==> config.mk <==
export PLATFORM = sky130hd
export DESIGN_NAME = photo_switch_rotation_sequencer
export DESIGN_NICKNAME = d
export VERILOG_FILES = /design/src/sv/psrs_pkg.sv /design/src/sv/psrs_debounce.sv /design/src/sv/photo_switch_rotation_sequencer.sv
export SDC_FILE = /design/constraint.sdc
export NUM_CORES = 1
export LEC_CHECK = 0
export ABC_AREA = 1
export BUFFER_PORTS_ARGS = -buffer_cell sky130_fd_sc_hd__buf_2
export CAP_MARGIN = 5
export CORE_MARGIN = 2
export CORE_UTILIZATION = 35
export CTS_CLUSTER_DIAMETER = 80
export CTS_CLUSTER_SIZE = 40
export DETAILED_ROUTE_END_ITERATION = 10
export PLACE_DENSITY = 0.61
export SLEW_MARGIN = 30
export SYNTH_ARGS = -nofsm -noshare
export SYNTH_HDL_FRONTEND = slang
export SYNTH_SLANG_ARGS = --single-unit
==> constraint.sdc <==
create_clock -name aclk -period 3.9 [get_ports aclk]
set_clock_uncertainty 0.2 [all_clocks]
set_input_delay 0.78 -clock aclk [delete_from_list [all_inputs] [get_ports aclk]]
set_output_delay 0.78 -clock aclk [all_outputs]
set_load 0.01 [all_outputs]
==> src/sv/psrs_pkg.sv <==
// ----------------------------------------------------------------------------
// Photo switch rotation sequencer package
// Shared codes, constants and interface types for the sequencer and its parts.
// ----------------------------------------------------------------------------
`default_nettype none

package psrs_pkg;

    // Switch history depth and saturating history count
    localparam int HIST_DEPTH = 10;
    localparam logic [3:0] HIST_LEN_MAX = 4'd15;

    // Brake pulse
    localparam logic [7:0] BRAKE_TICKS = 8'd20;
    localparam logic [7:0] BRAKE_LEVEL = 8'd55;

    localparam logic [23:0] TIMER_MAX = 24'hFFFFFF;
    localparam logic [23:0] HOLD_INIT_TICKS = 24'd1000;
    localparam logic [6:0] SPEED_MAX = 7'd100;

    // Opcodes carried in s_tuser; the spare code is ignored by the block.
    localparam logic [1:0] OP_TICK = 2'd0;
    localparam logic [1:0] OP_START = 2'd1;
    localparam logic [1:0] OP_STOP = 2'd2;
    localparam logic [1:0] OP_SPARE = 2'd3;

    // Configuration register indexes
    localparam logic [2:0] CFG_MAIN_SPEED = 3'd0;
    localparam logic [2:0] CFG_PUMP_SPEED = 3'd1;
    localparam logic [2:0] CFG_HOLD_PUMP_PREP = 3'd2;
    localparam logic [2:0] CFG_HOLD_PUMP_FINAL = 3'd3;
    localparam logic [2:0] CFG_HOLD_RETURN_FIRST = 3'd4;
    localparam logic [2:0] CFG_HOLD_DRAIN_PREP = 3'd5;
    localparam logic [2:0] CFG_HOLD_DRAIN_FINAL = 3'd6;
    localparam logic [2:0] CFG_HOLD_RETURN_SECOND = 3'd7;

    // Station codes
    localparam logic [2:0] STATION_ZERO = 3'd0;
    localparam logic [2:0] STATION_PUMP_PREP = 3'd1;
    localparam logic [2:0] STATION_PUMP_FINAL = 3'd2;
    localparam logic [2:0] STATION_DRAIN_PREP = 3'd3;
    localparam logic [2:0] STATION_DRAIN_FINAL = 3'd4;
    localparam logic [2:0] STATION_UNKNOWN = 3'd5;

    typedef enum logic [1:0] {
        MODE_IDLE = 2'd0,
        MODE_ROTATE = 2'd1,
        MODE_HOLD = 2'd2
    } psrs_mode_t;

    typedef enum logic [2:0] {
        STEP_FIND_ZERO = 3'd0,
        STEP_PUMP_SETUP = 3'd1,
        STEP_PUMP_FINAL = 3'd2,
        STEP_RETURN_FIRST = 3'd3,
        STEP_DRAIN_SETUP = 3'd4,
        STEP_DRAIN_FINAL = 3'd5,
        STEP_RETURN_SECOND = 3'd6,
        STEP_DONE = 3'd7
    } psrs_step_t;

    typedef struct packed {
        logic sample_en;
        logic clear;
    } psrs_sw_ctrl_t;

    typedef struct packed {
        logic stable;
        logic [HIST_DEPTH-1:0] history;
        logic [3:0] history_len;
    } psrs_sw_view_t;

endpackage

`default_nettype wire

==> src/sv/psrs_debounce.sv <==
// ----------------------------------------------------------------------------
// Photo switch debouncer
// Two-sample debounce of one switch with a shift history of stable changes.
// ----------------------------------------------------------------------------
`default_nettype none

module psrs_debounce import psrs_pkg::*; (
    input  wire logic          aclk,
    input  wire logic          aresetn,
    input  wire logic          raw,
    input  wire psrs_sw_ctrl_t ctrl,
    output psrs_sw_view_t      view
);

    logic                  prev_sample_reg;
    logic                  stable_reg;
    logic [HIST_DEPTH-1:0] history_reg;
    logic [3:0]            history_len_reg;
    logic                  change;

    // The view is what the switch looks like once this tick's sample is taken.
    always_comb begin
        change = (raw == prev_sample_reg) && (stable_reg != raw);
        view.stable = stable_reg;
        view.history = history_reg;
        view.history_len = history_len_reg;
        if (change) begin
            view.stable = raw;
            view.history = {history_reg[HIST_DEPTH-2:0], raw};
            view.history_len = (history_len_reg == HIST_LEN_MAX) ?
                               HIST_LEN_MAX : history_len_reg + 4'd1;
        end
    end

    always_ff @(posedge aclk) begin
        if (!aresetn) begin
            prev_sample_reg <= 1'b0;
            stable_reg <= 1'b0;
            history_reg <= '0;
            history_len_reg <= '0;
        end else begin
            if (ctrl.sample_en) begin
                prev_sample_reg <= raw;
                stable_reg <= view.stable;
            end
            if (ctrl.clear) begin
                history_reg <= '0;
                history_len_reg <= '0;
            end else if (ctrl.sample_en) begin
                history_reg <= view.history;
                history_len_reg <= view.history_len;
            end
        end
    end

endmodule

`default_nettype wire

==> src/sv/photo_switch_rotation_sequencer.sv <==
// ----------------------------------------------------------------------------
// Photo switch rotation sequencer
// Output: one result beat per input beat, registered and valid in the cycle after acceptance.
// Throughput: one beat per clock; the flow update is one pass of logic between
// the state registers and the output register, which stalls only on m_tready.
// Reset: synchronous, active low; flow idle, station unknown, registers at
// their defaults, histories cleared.
// ----------------------------------------------------------------------------
`default_nettype none

module photo_switch_rotation_sequencer import psrs_pkg::*; (
    input  wire logic        aclk,
    input  wire logic        aresetn,
    // Input channel
    input  wire logic        s_tvalid,
    output logic             s_tready,
    input  wire logic [1:0]  s_tuser,   // [1:0] opcode
    input  wire logic [23:0] s_tdata,   // [15:0] cycle_request, [16] switch_a_level,
                                        // [17] switch_b_level, [23:18] zero
    // Result channel
    output logic             m_tvalid,
    input  wire logic        m_tready,
    output logic [23:0]      m_tdata,   // [7:0] main_drive, [14:8] pump_drive,
                                        // [15] arrived, [18:16] station,
                                        // [19] finished, [23:20] zero
    // Configuration
    input  wire logic        cfg_we,
    input  wire logic [2:0]  cfg_index,
    input  wire logic [23:0] cfg_wdata
);

    logic        s_accept;
    logic [1:0]  op;
    logic [15:0] cycle_request;

    logic [6:0]  main_speed_reg, pump_speed_reg;
    logic [23:0] hold_pump_prep_reg, hold_pump_final_reg, hold_return_first_reg;
    logic [23:0] hold_drain_prep_reg, hold_drain_final_reg, hold_return_second_reg;
    logic [6:0]  speed_wr;

    psrs_mode_t  flow_mode_reg, flow_mode_next;
    psrs_step_t  flow_step_reg, flow_step_next;
    logic [2:0]  station_reg, station_next;
    logic        motor_on_reg, motor_on_next;
    logic        turning_cw_reg, turning_cw_next;
    logic [23:0] hold_timer_reg, hold_timer_next;
    logic [15:0] cycles_left_reg, cycles_left_next;
    logic        reported_reg, reported_next;
    logic        brake_on_reg, brake_on_next;
    logic [7:0]  brake_timer_reg, brake_timer_next;
    logic [7:0]  main_drive_reg, main_drive_next;
    logic [6:0]  pump_drive_reg, pump_drive_next;

    logic        m_tvalid_reg;
    logic [23:0] m_tdata_reg;

    psrs_sw_ctrl_t ctrl_a, ctrl_b;
    psrs_sw_view_t view_a, view_b;
    logic          sample_req, clear_req;
    logic          arrived;
    logic          at_zero;
    logic [23:0]   hold_limit;
    logic [7:0]    brake_count;
    logic [2:0]    station_out;
    logic          finished;

    function automatic logic [7:0] speed_cmd(input logic cw, input logic [6:0] sp);
        return cw ? {1'b0, sp} : 8'(8'd0 - {1'b0, sp});
    endfunction

    assign s_tready = !m_tvalid_reg || m_tready;
    assign s_accept = s_tvalid && s_tready;
    assign op = s_tuser;
    assign cycle_request = s_tdata[15:0];

    assign ctrl_a = '{sample_en: s_accept && sample_req, clear: s_accept && clear_req};
    assign ctrl_b = ctrl_a;

    psrs_debounce u_debounce_a (
        .aclk    (aclk),
        .aresetn (aresetn),
        .raw     (s_tdata[16]),
        .ctrl    (ctrl_a),
        .view    (view_a)
    );

    psrs_debounce u_debounce_b (
        .aclk    (aclk),
        .aresetn (aresetn),
        .raw     (s_tdata[17]),
        .ctrl    (ctrl_b),
        .view    (view_b)
    );

    assign at_zero = view_a.stable && view_b.stable;
    assign brake_count = (brake_timer_reg == 8'hFF) ? 8'hFF : brake_timer_reg + 8'd1;

    always_comb begin
        case (flow_step_reg)
            STEP_FIND_ZERO:     hold_limit = HOLD_INIT_TICKS;
            STEP_PUMP_SETUP:    hold_limit = hold_pump_prep_reg;
            STEP_PUMP_FINAL:    hold_limit = hold_pump_final_reg;
            STEP_RETURN_FIRST:  hold_limit = hold_return_first_reg;
            STEP_DRAIN_SETUP:   hold_limit = hold_drain_prep_reg;
            STEP_DRAIN_FINAL:   hold_limit = hold_drain_final_reg;
            STEP_RETURN_SECOND: hold_limit = hold_return_second_reg;
            default:            hold_limit = '0;
        endcase
    end

    // One item: the flow update is written in the order the actions take effect,
    // so later assignments see the motor state left by earlier ones.
    always_comb begin
        flow_mode_next = flow_mode_reg;
        flow_step_next = flow_step_reg;
        station_next = station_reg;
        motor_on_next = motor_on_reg;
        turning_cw_next = turning_cw_reg;
        hold_timer_next = hold_timer_reg;
        cycles_left_next = cycles_left_reg;
        reported_next = reported_reg;
        brake_on_next = brake_on_reg;
        brake_timer_next = brake_timer_reg;
        main_drive_next = main_drive_reg;
        pump_drive_next = pump_drive_reg;
        sample_req = 1'b0;
        clear_req = 1'b0;
        arrived = 1'b0;

        case (op)
            OP_TICK: begin
                sample_req = 1'b1;
                if (hold_timer_reg != TIMER_MAX) begin
                    hold_timer_next = hold_timer_reg + 24'd1;
                end
                if (brake_on_reg) begin
                    brake_timer_next = brake_count;
                    if (brake_count >= BRAKE_TICKS) begin
                        main_drive_next = '0;
                        brake_on_next = 1'b0;
                        motor_on_next = 1'b0;
                    end else begin
                        // The pulse is still running: the tick only counts.
                        sample_req = 1'b0;
                    end
                end
                if (sample_req && !(flow_mode_reg == MODE_IDLE && cycles_left_reg == '0)) begin
                    case (flow_mode_reg)
                        MODE_ROTATE: begin
                            pump_drive_next = '0;
                            if (flow_step_reg == STEP_FIND_ZERO) begin
                                if (at_zero) begin
                                    station_next = STATION_ZERO;
                                    flow_step_next = STEP_PUMP_SETUP;
                                    clear_req = 1'b1;
                                    turning_cw_next = 1'b0;
                                    main_drive_next = speed_cmd(1'b0, main_speed_reg);
                                    motor_on_next = 1'b1;
                                end else if (!motor_on_next) begin
                                    turning_cw_next = 1'b1;
                                    main_drive_next = speed_cmd(1'b1, main_speed_reg);
                                    motor_on_next = 1'b1;
                                end
                            end else if (flow_step_reg == STEP_DONE) begin
                                if (motor_on_next) begin
                                    main_drive_next = '0;
                                    motor_on_next = 1'b0;
                                end
                                flow_mode_next = MODE_IDLE;
                                if (cycles_left_reg != '0) begin
                                    cycles_left_next = cycles_left_reg - 16'd1;
                                    if (cycles_left_next != '0) begin
                                        flow_step_next = STEP_FIND_ZERO;
                                        flow_mode_next = MODE_ROTATE;
                                    end
                                end
                            end else begin
                                case (flow_step_reg)
                                    STEP_PUMP_SETUP: begin
                                        arrived = view_a.history_len >= 4'd2 &&
                                                  view_a.history[1:0] == 2'b01;
                                        station_next = STATION_PUMP_PREP;
                                    end
                                    STEP_PUMP_FINAL: begin
                                        arrived = view_a.history_len >= 4'd2 &&
                                                  view_a.history[1:0] == 2'b01;
                                        station_next = STATION_PUMP_FINAL;
                                    end
                                    STEP_DRAIN_SETUP: begin
                                        arrived = view_b.history_len >= 4'd4 &&
                                                  view_b.history[3:0] == 4'b0101;
                                        station_next = STATION_DRAIN_PREP;
                                    end
                                    STEP_DRAIN_FINAL: begin
                                        arrived = view_b.history_len >= 4'd3 &&
                                                  view_b.history[2:0] == 3'b010;
                                        station_next = STATION_DRAIN_FINAL;
                                    end
                                    default: begin
                                        arrived = at_zero;
                                        station_next = STATION_ZERO;
                                    end
                                endcase
                                // arrived here is only the detection; the event goes out
                                // on the first sampled tick in hold.
                                if (arrived) begin
                                    if (motor_on_next) begin
                                        brake_on_next = 1'b1;
                                        brake_timer_next = '0;
                                        main_drive_next = turning_cw_next ?
                                                          8'(8'd0 - BRAKE_LEVEL) : BRAKE_LEVEL;
                                    end
                                    flow_mode_next = MODE_HOLD;
                                    hold_timer_next = '0;
                                    reported_next = 1'b0;
                                    pump_drive_next = (flow_step_reg == STEP_RETURN_FIRST ||
                                                       flow_step_reg == STEP_RETURN_SECOND) ?
                                                      7'd0 : pump_speed_reg;
                                end else begin
                                    station_next = station_reg;
                                end
                                arrived = 1'b0;
                            end
                        end
                        MODE_HOLD: begin
                            if (!reported_reg) begin
                                arrived = 1'b1;
                                reported_next = 1'b1;
                            end
                            if (hold_timer_next >= hold_limit) begin
                                pump_drive_next = '0;
                                flow_mode_next = MODE_ROTATE;
                                case (flow_step_reg)
                                    STEP_FIND_ZERO: begin
                                        flow_step_next = STEP_PUMP_SETUP;
                                        clear_req = 1'b1;
                                        turning_cw_next = 1'b0;
                                    end
                                    STEP_PUMP_SETUP: begin
                                        flow_step_next = STEP_PUMP_FINAL;
                                        clear_req = 1'b1;
                                        turning_cw_next = 1'b0;
                                    end
                                    STEP_PUMP_FINAL: begin
                                        flow_step_next = STEP_RETURN_FIRST;
                                        turning_cw_next = 1'b1;
                                    end
                                    STEP_RETURN_FIRST: begin
                                        flow_step_next = STEP_DRAIN_SETUP;
                                        clear_req = 1'b1;
                                        turning_cw_next = 1'b1;
                                    end
                                    STEP_DRAIN_SETUP: begin
                                        flow_step_next = STEP_DRAIN_FINAL;
                                        clear_req = 1'b1;
                                        turning_cw_next = 1'b0;
                                    end
                                    STEP_DRAIN_FINAL: begin
                                        flow_step_next = STEP_RETURN_SECOND;
                                        turning_cw_next = 1'b0;
                                    end
                                    STEP_RETURN_SECOND: begin
                                        flow_step_next = STEP_DONE;
                                    end
                                    default: begin
                                        flow_mode_next = MODE_IDLE;
                                    end
                                endcase
                                // Every move out of a station restarts the motor except
                                // the last return and the complete step.
                                if (flow_step_reg != STEP_RETURN_SECOND &&
                                    flow_step_reg != STEP_DONE) begin
                                    main_drive_next = speed_cmd(turning_cw_next, main_speed_reg);
                                    motor_on_next = 1'b1;
                                end
                            end
                        end
                        default: begin
                            if (motor_on_next) begin
                                main_drive_next = '0;
                                motor_on_next = 1'b0;
                            end
                            pump_drive_next = '0;
                            flow_mode_next = MODE_IDLE;
                        end
                    endcase
                end
            end
            OP_START: begin
                if (motor_on_reg) begin
                    main_drive_next = '0;
                    motor_on_next = 1'b0;
                end
                pump_drive_next = '0;
                cycles_left_next = (cycle_request == '0) ? 16'd1 : cycle_request;
                flow_step_next = STEP_FIND_ZERO;
                flow_mode_next = MODE_ROTATE;
                clear_req = 1'b1;
            end
            OP_STOP: begin
                if (motor_on_reg) begin
                    main_drive_next = '0;
                    motor_on_next = 1'b0;
                end
                pump_drive_next = '0;
                flow_mode_next = MODE_IDLE;
                cycles_left_next = '0;
            end
            default: begin
            end
        endcase
    end

    assign station_out = (station_next > STATION_UNKNOWN) ? STATION_UNKNOWN : station_next;
    assign finished = (flow_mode_next == MODE_IDLE) && (cycles_left_next == '0);
    assign speed_wr = (cfg_wdata[6:0] > SPEED_MAX) ? SPEED_MAX : cfg_wdata[6:0];

    always_ff @(posedge aclk) begin
        if (!aresetn) begin
            main_speed_reg <= SPEED_MAX;
            pump_speed_reg <= SPEED_MAX;
            hold_pump_prep_reg <= 24'd2000;
            hold_pump_final_reg <= 24'd6000;
            hold_return_first_reg <= 24'd5000;
            hold_drain_prep_reg <= 24'd2000;
            hold_drain_final_reg <= 24'd10000;
            hold_return_second_reg <= 24'd1000;
            flow_mode_reg <= MODE_IDLE;
            flow_step_reg <= STEP_FIND_ZERO;
            station_reg <= STATION_UNKNOWN;
            motor_on_reg <= 1'b0;
            turning_cw_reg <= 1'b0;
            hold_timer_reg <= '0;
            cycles_left_reg <= '0;
            reported_reg <= 1'b0;
            brake_on_reg <= 1'b0;
            brake_timer_reg <= '0;
            main_drive_reg <= '0;
            pump_drive_reg <= '0;
            m_tvalid_reg <= 1'b0;
        end else begin
            if (s_accept) begin
                flow_mode_reg <= flow_mode_next;
                flow_step_reg <= flow_step_next;
                station_reg <= station_next;
                motor_on_reg <= motor_on_next;
                turning_cw_reg <= turning_cw_next;
                hold_timer_reg <= hold_timer_next;
                cycles_left_reg <= cycles_left_next;
                reported_reg <= reported_next;
                brake_on_reg <= brake_on_next;
                brake_timer_reg <= brake_timer_next;
                main_drive_reg <= main_drive_next;
                pump_drive_reg <= pump_drive_next;
                m_tvalid_reg <= 1'b1;
            end else if (m_tready) begin
                m_tvalid_reg <= 1'b0;
            end
            if (cfg_we) begin
                case (cfg_index)
                    CFG_MAIN_SPEED: begin
                        main_speed_reg <= speed_wr;
                        // A running motor, braking included, follows the new speed.
                        if (motor_on_reg) begin
                            main_drive_reg <= speed_cmd(turning_cw_reg, speed_wr);
                        end
                    end
                    CFG_PUMP_SPEED:         pump_speed_reg <= speed_wr;
                    CFG_HOLD_PUMP_PREP:     hold_pump_prep_reg <= cfg_wdata;
                    CFG_HOLD_PUMP_FINAL:    hold_pump_final_reg <= cfg_wdata;
                    CFG_HOLD_RETURN_FIRST:  hold_return_first_reg <= cfg_wdata;
                    CFG_HOLD_DRAIN_PREP:    hold_drain_prep_reg <= cfg_wdata;
                    CFG_HOLD_DRAIN_FINAL:   hold_drain_final_reg <= cfg_wdata;
                    CFG_HOLD_RETURN_SECOND: hold_return_second_reg <= cfg_wdata;
                    default: begin
                    end
                endcase
            end
        end
    end

    always_ff @(posedge aclk) begin
        if (s_accept) begin
            m_tdata_reg <= {4'd0, finished, station_out, arrived, pump_drive_next,
                            main_drive_next};
        end
    end

    assign m_tvalid = m_tvalid_reg;
    assign m_tdata = m_tdata_reg;

endmodule

`default_nettype wire

==> results.json, run 1 <==
{
  "vias_per_cell": 5.18,
  "period_share_pct": 108,
  "drcViolationCount": 0,
  "final_hold_viol_count": 0,
  "h-tree-depth": 1,
  "detail-route-antenna-nets": 0,
  "timing.slew.headroom_pct": 34.5,
  "antenna_violations_before_repair": 1,
  "setup_repair_after_global_routing_missed_its_margin": "yes",
  "regToRegEndpoint": "m_tdata[1]",
  "p_leak_nw": 7.90,
  "hold_buffers": 0,
  "length_of_the_first_detailed_routing_pass_in_iterations": 8,
  "fmax_mhz": 237,
  "gp_congestion": 0.870,
  "p_seq_share_pct": 47.3,
  "grt_max_degree": 187,
  "vias": 15500,
  "final_layout_size_suffix_gt1_share_pct": 18.0,
  "detailedPlacementHpwl_um": 32200,
  "synth_async_sr_flop_share_pct": 0,
  "num_io_pins": 84,
  "netlist_area_mm2": 0.0155,
  "netlist_instances": 2250,
  "start_util_pct": 35.2,
  "clock_tree.root_cell": "sky130_fd_sc_hd__clkbuf_16",
  "timing.hold.worst.start": "u_debounce_b.history_reg[3]",
  "tritoncts": "done",
  "clkTransAtPathRegs_ns": 0.07,
  "power_report.internal_total_w": 0.00433,
  "worst_path_most_repeated_cell": "sky130_fd_sc_hd__nor2_4",
  "hold_class": "reg -> reg",
  "rr_startpoint": "hold_timer_reg[0]",
  "synthDistinctLibCells": 66,
  "cp-start-kind": "flop",
  "tightest_slew_ns": 0.982,
  "final-setup-viol-count": 52,
  "yosys-top-cells-area": "sky130_fd_sc_hd__dfxtp_1 33%, sky130_fd_sc_hd__nand2_1 13%, sky130_fd_sc_hd__nor2_1 7.4%, sky130_fd_sc_hd__o21ai_0 6.6%, sky130_fd_sc_hd__a21oi_1 4.8%",
  "number_of_storage_elements_in_the_synthesis_netlist": 272,
  "outcome": "complete, but fails checks",
  "critical_path_fanout_max": 7,
  "cap_viol_max_count": 0,
  "worst-endpoint-required_ns": 3.99,
  "peak_supply_drop_uv": 278,
  "globalRouteTotalUtil_pct": 19.9,
  "place.port_buffers": 73,
  "final_critical_path_setup_slack_ns": -0.317,
  "finish.net_count": 2494,
  "critical_path.max_stage_delay_ns": 0.34,
  "grt.overflow.total": 0,
  "timing.final.crit_period_ns": 4.22,
  "placeableCoreArea_mm2": 0.0439,
  "post-synth-top-area-fraction_pct": 32.6,
  "grt_pass1_wl_um": 76400,
  "n_fill_cell": 4610,
  "power.clock.fraction_pct": 38.2,
  "synth_edf_count": 20,
  "drt-wirelength-per-cell_um": 15.5,
  "drt-total-wl_um": 46600,
  "whs_path_depth": 2,
  "netSwitchingFraction_pct": 31.3,
  "worst_path_max_delay_cell": "sky130_fd_sc_hd__dfxtp_2",
  "setup.worst_path.class": "reg -> reg",
  "synth_top_area_cell": "sky130_fd_sc_hd__dfxtp_1",
  "worst_hold_path.endpoint": "u_debounce_b.history_reg[3]",
  "timing.hold.ws_ns": 0.258,
  "layout-area-overhead-vs-synth_pct": 18.4,
  "clk-insertion-delay-late_ns": 0.57,
  "die_h_um": 214,
  "power_switching_w": 0.00197,
  "grt_pass1_vias": 14900,
  "placementRows": 77,
  "power.share.combinational_pct": 14.5,
  "dpl.cell_count": 2952,
  "dominant_cell_by_count_in_the_synthesized_netlist": "sky130_fd_sc_hd__nand2_1",
  "ff2ff_path_depth": 30,
  "cp.arrival_ns": 4.30,
  "pwr_density_cell_mw_per_mm2": 344,
  "rrSetupSlack_ns": -0.32,
  "postSynthAreaPerCell_um2": 6.88,
  "ctsLongestPathBuffers": 3,
  "total_clock_buffers_created_by_cts": 21,
  "finalNonFillerCells": 2999,
  "synth_sequential_area_ratio_pct": 36.5,
  "numClockSinks": 272,
  "violations": "setup timing",
  "crit_path_end_kind": "flop",
  "floorplan.die.width_um": 214,
  "synth_top_cells_by_count": "545 x sky130_fd_sc_hd__nand2_1, 306 x sky130_fd_sc_hd__nor2_1, 252 x sky130_fd_sc_hd__dfxtp_1",
  "floorplan.die_area_mm2": 0.0459,
  "first_iter_violations": 1380,
  "slew_violations": 0,
  "synth_ff_type": "sky130_fd_sc_hd__dfxtp_1",
  "ys_warn_count": 0
}
==> critical path, delay by kind of cell, from the launching register on <==
family	cells	cell delay (ns)
buf+inv	4	0.48
fa+ha+maj	2	0.44
simple gates	22	2.16
xor+xnor	1	0.18
flops	1	0.34
compound gates	1	0.16
==> cell type report <==
| class | instances | area, um^2 | share of cell area (%) |
|---|---|---|---|
| inverters | 199 | 751 | 4.10 |
| repair buffers | 230 | 1590 | 8.68 |
| diodes | 1 | 2.50 | 0.0137 |
| flip-flops and latches | 272 | 5650 | 30.8 |
| clock inverters | 13 | 233 | 1.27 |
| clock buffers | 24 | 537 | 2.93 |
| multi-input cells | 1668 | 8830 | 48.2 |
| well taps | 592 | 741 | 4.04 |
==> kinds of logic (layout without fill, tap and decap cells) <==
family / after synthesis / count (layout) / share of synthesized area (%)
and+or+nand+nor: 1086 / 1086 / 30.4
AOI/OAI and AO/OA: 498 / 498 / 19.2
buffers and inverters: 313 / 466 / 8.37
DFF: 272 / 272 / 36.5
adders and majority gates: 44 / 44 / 3.56
xor gates and xnor gates: 35 / 35 / 1.98
other: 1 / 5 / 0.0242
muxes: 1 / 1 / 0.0647
==> through the flow <==
step                      total power (W)  setup slack [ns]  cell area [um^2]  util (%)  TNS, ns
final                             0.00630            -0.317             18300      41.7   -10.65
after floorplan                   0.00361            0.0163             15500         -        0
after global placement            0.00391            -0.404             17200      39.2   -14.53
after global routing              0.00657            -0.602             18300      41.7   -25.52
after detailed placement          0.00393            -0.527             17200      39.2   -22.57
after CTS                         0.00635            -0.343             18200      41.4   -12.09
==> worst max-delay path by stage <==
stage | startpoint | end | slack (ns) | depth (start not counted)
2_1_floorplan | hold_timer_reg[0] | m_tdata[1] | 0.02 | 28
3_3_place_gp | hold_timer_reg[1] | m_tdata[3] | -0.40 | 28
3_5_place_dp | hold_timer_reg[1] | m_tdata[1] | -0.53 | 27
4_1_cts | hold_timer_reg[0] | m_tdata[1] | -0.34 | 29
5_1_grt | hold_timer_reg[0] | main_drive_reg[1] | -0.60 | 32
6_report | hold_timer_reg[0] | m_tdata[1] | -0.32 | 30
==> layer usage <==
layer	wire length, um	track usage (%)	vias to the layer above
met5	0	0	-
met2	21600	33.6	454
met4	855	5.19	0
met1	21700	27.3	7301
met3	2470	1.73	59
li1	-	-	7727
==> layout by cell type (no fill, tap or decap), drive strengths merged, types with 19 or more instances in the layout <==
cell type / netlist / layout
a221oi: 24 / 24
clkinv: 10 / 19
nand4: 42 / 42
nor3: 21 / 21
o21ai: 230 / 230
dfxtp: 252 / 252
clkbuf: 86 / 24
a21oi: 157 / 157
buf: 27 / 230
xor2: 23 / 23
nand3: 105 / 105
ha: 44 / 44
o211ai: 30 / 30
inv: 189 / 193
nand2: 569 / 569
nor2: 329 / 329
edfxtp: 20 / 20
==> power groups by stage <==
stage               Clock [W]  Combinational (W)  Sequential, W
CTS                   0.00247           0.000900        0.00298
global route          0.00256            0.00102        0.00299
finish                0.00240           0.000914        0.00298
floorplan                   0           0.000577        0.00303
global placement            0           0.000871        0.00304
detailed placement          0           0.000884        0.00304
==> what timing repair did <==
action | in CTS | in global routing
buffers inserted | 8 | 1
pin swaps | 24 | 13
setup endpoints to repair | 52 | 52
gates cloned | 0 | 0
resized for setup | 47 | 33
(Power assumes the default switching activity.)
==> run 2, diff against run 1 <==
Settings changed: CORE_UTILIZATION 35 to 56, PLACE_DENSITY 0.61 to 0.86.
==> run 2 against run 1 <==
Compared with the run above: the run still ends with setup timing left; die area fell by 37%; flip-flop and latch count did not move; largest cell class unchanged; first-iteration DRC count rose by 48%.
==> results.json, run 2 (synthesis results as in run 1) <==
{
  "drcViolationCount": 0,
  "pwr_density_cell_mw_per_mm2": 325,
  "worst-endpoint-required_ns": 4.07,
  "globalRouteTotalUtil_pct": 30.3,
  "place.port_buffers": 73,
  "crit_path_end_kind": "flop",
  "drt-wirelength-per-cell_um": 16.5,
  "leading_cell_type_in_the_layout_fill_and_taps_excluded": "sky130_fd_sc_hd__nand2_1",
  "final_layout_size_suffix_gt1_share_pct": 18.5,
  "path_delay_family": "simple AND/OR/NAND/NOR gates",
  "clkTransAtPathRegs_ns": 0.12,
  "clock_tree.root_cell": "sky130_fd_sc_hd__clkbuf_16",
  "dpl.cell_count": 2696,
  "numClockSinks": 272,
  "totalPowerFinal_w": 0.00583,
  "drt-total-wl_um": 45100,
  "grt_max_degree": 187,
  "p_leak_nw": 7.86,
  "cp.arrival_ns": 4.44,
  "final_hold_viol_count": 0,
  "hold_buffers": 0,
  "n_fill_cell": 2188,
  "setup.worst_path.class": "reg -> reg",
  "vias_per_cell": 5.88,
  "placementRows": 60,
  "diodes": 0,
  "total_clock_buffers_created_by_cts": 15,
  "hold_class": "reg -> reg",
  "timing.slew.headroom_pct": 33.4,
  "critical_path.n_buffers_inverters": 5,
  "grt.overflow.total": 0,
  "violations": "setup timing",
  "gp_congestion": 0.931,
  "num_io_pins": 84,
  "critical_path_fanout_max": 7,
  "detail-route-antenna-nets": 0,
  "tightest_slew_ns": 0.997,
  "clk-insertion-delay-late_ns": 0.54,
  "die_h_um": 170,
  "grt_pass1_vias": 15200,
  "critical_path.max_stage_delay_ns": 0.36,
  "finalNonFillerCells": 2736,
  "final_critical_path_setup_slack_ns": -0.370,
  "first_iter_violations": 2041,
  "worst_path_most_repeated_cell": "sky130_fd_sc_hd__nor2_4",
  "tritoncts": "done",
  "vias": 16100,
  "placeableCoreArea_mm2": 0.0270,
  "timing.final.crit_period_ns": 4.27,
  "h-tree-depth": 1,
  "detailedPlacementHpwl_um": 30600,
  "cp-start-kind": "flop",
  "outcome": "complete, but fails checks",
  "ctsLongestPathBuffers": 3,
  "timing.setup.tns_ns": -14.68,
  "length_of_the_first_detailed_routing_pass_in_iterations": 6,
  "slew_violations": 0,
  "fmax_mhz": 234,
  "grt_pass1_wl_um": 72800,
  "layout_common_cells": "528 x sky130_fd_sc_hd__nand2_1, 301 x sky130_fd_sc_hd__nor2_1, 245 x sky130_fd_sc_hd__dfxtp_1",
  "peak_supply_drop_uv": 484,
  "setup_repair_after_global_routing_missed_its_margin": "yes",
  "start_util_pct": 57.3,
  "final-setup-viol-count": 52,
  "cap_viol_max_count": 0,
  "worst_path_max_delay_cell": "sky130_fd_sc_hd__dfxtp_2",
  "floorplan.die.width_um": 170,
  "period_share_pct": 109,
  "antenna_violations_before_repair": 0,
  "layout-area-overhead-vs-synth_pct": 15.8,
  "finish.net_count": 2489,
  "floorplan.die_area_mm2": 0.0290
}
run 2: cell types whose count changed in the layout (fill, tap and decap cells not counted), moves of 3 or more:
| cell | before | now |
|---|---|---|
| sky130_fd_sc_hd__nor2_1 | 304 | 301 |
| sky130_fd_sc_hd__inv_6 | 3 | 0 |
| sky130_fd_sc_hd__a21oi_2 | 14 | 22 |
| sky130_fd_sc_hd__dfxtp_1 | 250 | 245 |
| sky130_fd_sc_hd__clkbuf_1 | 3 | 0 |
| sky130_fd_sc_hd__o21ai_0 | 190 | 193 |
| sky130_fd_sc_hd__clkbuf_16 | 21 | 16 |
| sky130_fd_sc_hd__buf_4 | 151 | 148 |
| sky130_fd_sc_hd__a21oi_1 | 142 | 134 |
| sky130_fd_sc_hd__clkinv_16 | 4 | 1 |
| sky130_fd_sc_hd__dfxtp_2 | 2 | 7 |
| sky130_fd_sc_hd__nor2_2 | 14 | 17 |
run 2: layer usage:
| metal | global-route usage [%] | part of all wire [%] |
|---|---|---|
| met5 | 0 | 0 |
| met4 | 9.96 | 2.8 |
| met3 | 3.95 | 8.3 |
| met2 | 51.0 | 48 |
| met1 | 40.4 | 41 |
run 2: power by group:
| part | switching, W | internal [W] | leakage [nW] |
|---|---|---|---|
| Clock | 0.00113 | 0.000810 | 0.264 |
| Combinational | 0.000605 | 0.000306 | 5.34 |
| Sequential | 0.0000718 | 0.00291 | 2.25 |
run 2: area by class of cell:
class | instances | area [um^2] | share of cell area, %
clock buffer | 15 | 375 | 2.09
clock inverter | 10 | 171 | 0.956
inverter | 199 | 751 | 4.19
multi-input combinational | 1668 | 8910 | 49.7
sequential | 272 | 5650 | 31.5
tap | 341 | 427 | 2.38
timing repair buffer | 231 | 1640 | 9.17
run 2: path summary, 6_finish.rpt:
kind	start	endpoint	slack [ns]	depth (start not counted)
worst min register to register	reported_reg	reported_reg	0.26	2
worst max-delay path	hold_timer_reg[0]	u_debounce_a.history_len_reg[2]	-0.37	29
worst min-delay path	reported_reg	reported_reg	0.26	2
worst max register to register	hold_timer_reg[0]	u_debounce_a.history_len_reg[2]	-0.37	29
run 2: through the flow:
step	worst slack [ns]	cell area [um^2]	util, %	hold WS (ns)
global route	-0.597	17900	66.3	0.288
detailed placement	-0.477	16900	62.5	0.241
CTS	-0.269	17700	65.4	0.259
global placement	-0.293	16900	62.5	0.234
finish	-0.370	17900	66.3	0.259
floorplan	0.0163	15500	-	0.224
run 2: timing repair:
item	CTS	global route
pin swaps	38	21
setup buffers	7	8
endpoints found under the setup margin	52	52
gates cloned	0	1
gates resized for setup	55	48
run 2: worst reg2reg max path, delay by kind of cell (launching register included):
| kind | cells | cell delay (ns) |
|---|---|---|
| xor gates and xnor gates | 1 | 0.17 |
| buffers and inverters | 5 | 0.64 |
| AOI/OAI and AO/OA | 4 | 0.44 |
| adders and majority gates | 2 | 0.46 |
| and+or+nand+nor | 17 | 1.87 |
| DFF | 1 | 0.36 |
